`config.mk`:
```
export PLATFORM = sky130hd
export DESIGN_NAME = hbht_hash
export DESIGN_NICKNAME = d
export VERILOG_FILES = /design/src/hbht_pkg.sv /design/src/hbht_hash.sv
export SDC_FILE = /design/constraint.sdc
export NUM_CORES = 2
export LEC_CHECK = 0
export BUFFER_PORTS_ARGS = -buffer_cell sky130_fd_sc_hd__buf_2
export CAP_MARGIN = 30
export CORE_ASPECT_RATIO = 1.1
export CORE_MARGIN = 5
export CORE_UTILIZATION = 60
export CTS_CLUSTER_SIZE = 40
export DETAILED_ROUTE_END_ITERATION = 6
export GPL_ROUTABILITY_DRIVEN = 0
export PLACE_DENSITY = 0.77
export SLEW_MARGIN = 20
export SYNTH_ARGS = -nofsm -noshare
export SYNTH_HDL_FRONTEND = slang
export SYNTH_SLANG_ARGS = --single-unit
```
`constraint.sdc`:
```
create_clock -name clk -period 11.85 [get_ports clk]
set_input_delay 0.5925 -clock clk [delete_from_list [all_inputs] [get_ports clk]]
set_output_delay 0.5925 -clock clk [all_outputs]
set_load 0.05 [all_outputs]
```
`src/hbht_pkg.sv`:
```
// Package for the huge block hash table: sizes, codes, register addresses.
// No dependencies.
package hbht_pkg;
	localparam int TABLE_BITS = 10;
	localparam int CELL_SHIFT = 4;
	localparam int NSLOTS = 1 << TABLE_BITS;
	localparam int KEY_W = 47;
	localparam int SIZE_W = 48;
	localparam int FLAG_W = 4;

	typedef logic [TABLE_BITS-1:0] slot_t;
	typedef logic [KEY_W-1:0] key_t;

	localparam logic [1:0] MODE_INSERT = 2'd0;
	localparam logic [1:0] MODE_LOOKUP = 2'd1;
	localparam logic [1:0] MODE_MARK = 2'd2;
	localparam logic [1:0] MODE_DELETE = 2'd3;

	localparam logic [2:0] ST_DONE = 3'd0;
	localparam logic [2:0] ST_PRESENT = 3'd1;
	localparam logic [2:0] ST_MISS = 3'd2;
	localparam logic [2:0] ST_INVALID = 3'd3;
	localparam logic [2:0] ST_FULL = 3'd4;

	localparam key_t KEY_EMPTY = '0;
	localparam key_t KEY_TOMB = key_t'(1);

	localparam logic [63:0] MIX_C1 = 64'hff51afd7ed558ccd;
	localparam logic [63:0] MIX_C2 = 64'hc4ceb9fe1a85ec53;
	localparam int MIX_SHIFT = 33;

	localparam logic [1:0] REG_INDEX_BITS = 2'd0;
	localparam logic [1:0] REG_HUGE_THRESHOLD = 2'd1;
	localparam logic [1:0] REG_FLAG_MASK = 2'd2;
	localparam logic [1:0] REG_MARK_FLAG = 2'd3;

	// Command to the hash unit, status back
	typedef struct packed {
		logic start;
		logic [63:0] seed;
	} hash_req_t;
	typedef struct packed {
		logic done;
		logic [31:0] hash;
	} hash_rsp_t;
endpackage

```
`src/hbht_hash.sv`:
```
// Murmur 64-bit finalizer, iterative over one shared 32x32 multiplier.
// Depends on hbht_pkg.
module hbht_hash
	import hbht_pkg::*;
(
	input logic clk,
	input logic arst_n,
	input hash_req_t req,
	output hash_rsp_t rsp
);
	// Each 64x64 low product takes three partial products: lo*lo, lo*hi, hi*lo.
	localparam logic [3:0] H_IDLE = 4'd0;
	localparam logic [3:0] H_P0 = 4'd1;
	localparam logic [3:0] H_P1 = 4'd2;
	localparam logic [3:0] H_P2 = 4'd3;
	localparam logic [3:0] H_Q0 = 4'd4;
	localparam logic [3:0] H_Q1 = 4'd5;
	localparam logic [3:0] H_Q2 = 4'd6;
	localparam logic [3:0] H_FIN = 4'd7;

	logic [3:0] st_q;
	logic [63:0] x_q, acc_q, c;
	logic [31:0] ma, mb;
	logic [63:0] prod;
	logic [63:0] xs;

	assign xs = x_q ^ (x_q >> MIX_SHIFT);
	assign c = (st_q == H_Q0 || st_q == H_Q1 || st_q == H_Q2) ? MIX_C2 : MIX_C1;

	always_comb begin
		case (st_q)
			H_P0, H_Q0: begin ma = x_q[31:0]; mb = c[31:0]; end
			H_P1, H_Q1: begin ma = x_q[31:0]; mb = c[63:32]; end
			default: begin ma = x_q[63:32]; mb = c[31:0]; end
		endcase
	end
	assign prod = 64'(ma) * 64'(mb);

	always_ff @(posedge clk or negedge arst_n) begin
		if (!arst_n) begin
			st_q <= H_IDLE;
		end else begin
			case (st_q)
				H_IDLE: if (req.start) st_q <= H_P0;
				H_P0: st_q <= H_P1;
				H_P1: st_q <= H_P2;
				H_P2: st_q <= H_Q0;
				H_Q0: st_q <= H_Q1;
				H_Q1: st_q <= H_Q2;
				H_Q2: st_q <= H_FIN;
				default: st_q <= H_IDLE;
			endcase
		end
	end

	always_ff @(posedge clk) begin
		case (st_q)
			H_IDLE: if (req.start) x_q <= req.seed ^ (req.seed >> MIX_SHIFT);
			H_P0, H_Q0: acc_q <= prod;
			H_P1, H_Q1: acc_q <= acc_q + {prod[31:0], 32'd0};
			// fold the xor-shift between the two multiplies
			H_P2: x_q <= (acc_q + {prod[31:0], 32'd0})
				^ ((acc_q + {prod[31:0], 32'd0}) >> MIX_SHIFT);
			H_Q2: x_q <= acc_q + {prod[31:0], 32'd0};
			default: ;
		endcase
	end

	assign rsp.done = (st_q == H_FIN);
	assign rsp.hash = xs[31:0];

`ifndef NO_ASSERTIONS
	a_seq: assert property (@(posedge clk) disable iff (!arst_n)
		st_q == H_Q2 |=> rsp.done) else $error("hash sequence broken");
	a_start: assert property (@(posedge clk) disable iff (!arst_n)
		(st_q == H_IDLE && req.start) |=> st_q == H_P0) else $error("hash did not start");
	a_done: assert property (@(posedge clk) disable iff (!arst_n)
		rsp.done |=> st_q == H_IDLE) else $error("hash did not finish");
`endif
endmodule

```
==> out/qor.yml <==
drc: 0
die_h_um: 273
use_met3_pct: 9.74
fin_crit_sh_pct: 95.7
synthCells: 3809
cpMostUsedCell: "fa_1"
clock-sinks: 131
setup_viol: 0
firstDrtPassIters: 6
pin_count: 100
ys.warnings.count: 0
die_w_um: 249
start_util_pct: 60.5
drt_iter0_drc: 3204
crit_path_end_kind: "flop"
synthesis.area_um2: 37700
drv_cap: 0
crit_arrival_ps: 11510
synth-seq-cells: 131
vias_per_cell: 5.98
gr-total-overflow: 0
wl_per_cell_um: 25.5
clockBufferDepth: 2
synth.yosys.seq_area_share_pct: 10.4
insertedDiodeCount: 0
skew_ps: 9.60
antenna_found_initial: 2
synth_top_flop_cell: "edfxtp_1"
relSlewSlack_pct: 34.0
die_area_um2: 67900
drt_wl_total_um: 120000
maxSlewViolCount: 0
grt_use_met1_pct: 44.3
max_slew.worst_pin.slew_ps: 990
status: "finished clean"
cp_slowest_cell: "dfrtp_1"
num-nets-final: 5130
period_needed_ps: 11340
fmax_mhz: 88.2
cts_buffers: 17
postSynthAreaPerCell_um2: 9.90
yosys.cell_types.count: 85
busiest_layer: "met2"
clockRootBuffer: "clkbuf_16"
hold_violations: 0
grt_use_met2_pct: 55.6
cts_tree: "done"
crit_required_ps: 12020
grt_max_degree: 65
criticalPathCategory: "reg2reg"
drive_above_1_share_pct: 5.89
grt_pass1_wl_um: 182000
synth_edf_count: 128
drtAntennaViolNets: 0
post-cts-setup-buffers: 0
rows: 96
portBuffers: 99
core-area_um2: 62300
rsz0062_at_grt: "false"
synth_nets: 5066
hp-class: "in2reg"
syn_to_final_growth_pct: 5.86
layout_common_cells: "inv_1 (970), fa_1 (862), ha_1 (327)"
dp_hpwl_um: 106000
clock_latency_ps: 440
ctsHtreeMaxLevel: 4
setup_tns_ps: 0
slowest_delay_ps: 640
grt_use_total_pct: 36.0
synthArstFlopShare_pct: 2.29
path_clk_slew_ps: 60
crit_path_start_kind: "flop"
grt_pass1_vias: 30008
final_common_cell: "inv_1"
crit_path_max_fanout: 28
num_vias: 28227
==> routing by layer <==
metal  up-vias  part of all wire [%]  wire (um)
met2      1970                    44      53400
li1      11806                     -          -
met3       552                    11      13700
met4         4                   9.8      11800
met5         -                 0.028         34
met1     13895                    34      41400
==> final cells by class <==
type                       count  area [um^2]
clock buffer                  18          429
clock inverter                14          208
fill                        4906        22400
inverter                     972         3650
multi-input combinational   2600        29700
sequential                   131         3920
tap                          833         1040
timing repair buffer         151          916
==> critical path: cells and delay by family (launching register included) <==
family,cells,cell delay (ps)
XOR/XNOR,3,740
buffers and inverters,8,1050
AO/OA/AOI/OAI,8,2230
adder cells (fa/ha/maj),11,5420
flip-flops,1,640
AND/OR/NAND/NOR,7,960
==> per-stage QoR <==
stage,util (%),worst slack [ps],instances,hold WS (ps),instance area [um^2]
after floorplan,-,1430,3809,297,37700
after global placement,62.9,706,4682,391,39200
after detailed placement,62.9,625,4684,397,39200
after CTS,64.0,518,4717,410,39900
after global routing,64.0,14.7,4719,429,39900
final,64.0,510,4719,420,39900
==> repair_timing <==
action | in CTS | in global routing
endpoints found under the hold margin | 3 | 0
hold buffers | 1 | 0
gates resized for setup | 0 | 1
setup endpoints to repair | 0 | 1
==> kinds of logic (layout without fill, tap and decap cells) <==
kind of cell	after synthesis	after routing	synth area share [%]
adders and majority gates	1190	1190	56.7
buffers and inverters	1078	1155	10.8
and+or+nand+nor	769	769	9.41
AOI/OAI and AO/OA	430	430	7.53
xor gates and xnor gates	168	168	4.00
DFF	131	131	10.4
muxes	42	42	1.15
other	1	1	0.00995
==> Yosys cell counts, types with 3 or more instances <==
| cell type | count | area share [%] |
|---|---|---|
| nand4_1 | 18 | 0.30 |
| mux2i_1 | 33 | 0.88 |
| fa_1 | 862 | 46 |
| dfrtp_1 | 3 | 0.20 |
| nor2b_1 | 5 | 0.083 |
| a221o_1 | 16 | 0.42 |
| buf_1 | 7 | 0.070 |
| a21boi_0 | 5 | 0.10 |
| o21ai_1 | 15 | 0.20 |
| nor3_1 | 29 | 0.39 |
| and3_1 | 13 | 0.22 |
| nand2b_1 | 57 | 0.95 |
| o21ai_0 | 96 | 1.3 |
| o21a_1 | 18 | 0.36 |
| o22ai_1 | 6 | 0.10 |
| nand2_1 | 294 | 2.9 |
| mux2_2 | 9 | 0.27 |
| inv_1 | 970 | 9.7 |
| a31oi_1 | 11 | 0.18 |
| o21bai_1 | 23 | 0.46 |
| nor2_1 | 201 | 2.0 |
| a2111oi_0 | 4 | 0.093 |
| or2_2 | 8 | 0.13 |
| o211a_1 | 4 | 0.11 |
| o211ai_1 | 6 | 0.12 |
| a21o_1 | 40 | 0.80 |
| xor2_1 | 91 | 2.1 |
| a21boi_1 | 3 | 0.060 |
| clkbuf_1 | 76 | 0.76 |
| a211o_1 | 5 | 0.12 |
| nor4b_1 | 3 | 0.070 |
| o31ai_1 | 6 | 0.12 |
| and2_1 | 81 | 1.3 |
| and4_1 | 3 | 0.070 |
| a211oi_1 | 6 | 0.12 |
| xnor2_1 | 74 | 1.7 |
| nor4_1 | 3 | 0.050 |
| ha_1 | 328 | 11 |
| or3_1 | 7 | 0.12 |
| a21oi_1 | 125 | 1.7 |
| edfxtp_1 | 128 | 10 |
| nand3_1 | 36 | 0.48 |
| buf_2 | 20 | 0.27 |
| a22oi_1 | 8 | 0.16 |
==> final timing paths <==
kind,start,end,slack (ps),cells after the start
max,st_q[1],x_q[29],510,37
min,req[31],x_q[31],420,3
max reg2reg,st_q[1],x_q[29],510,37
min reg2reg,acc_q[31],x_q[31],540,2
max in group asynchronous,arst_n,st_q[1],11220,2
min in group asynchronous,arst_n,st_q[2],520,2
==> registers in the layout (all words and copies together) (netlist names) <==
name,flops
acc_q,64
x_q,64
st_q,3
Power is not shown: default switching activity piles up to over one toggle a cycle in this logic, so the estimate is an artifact.
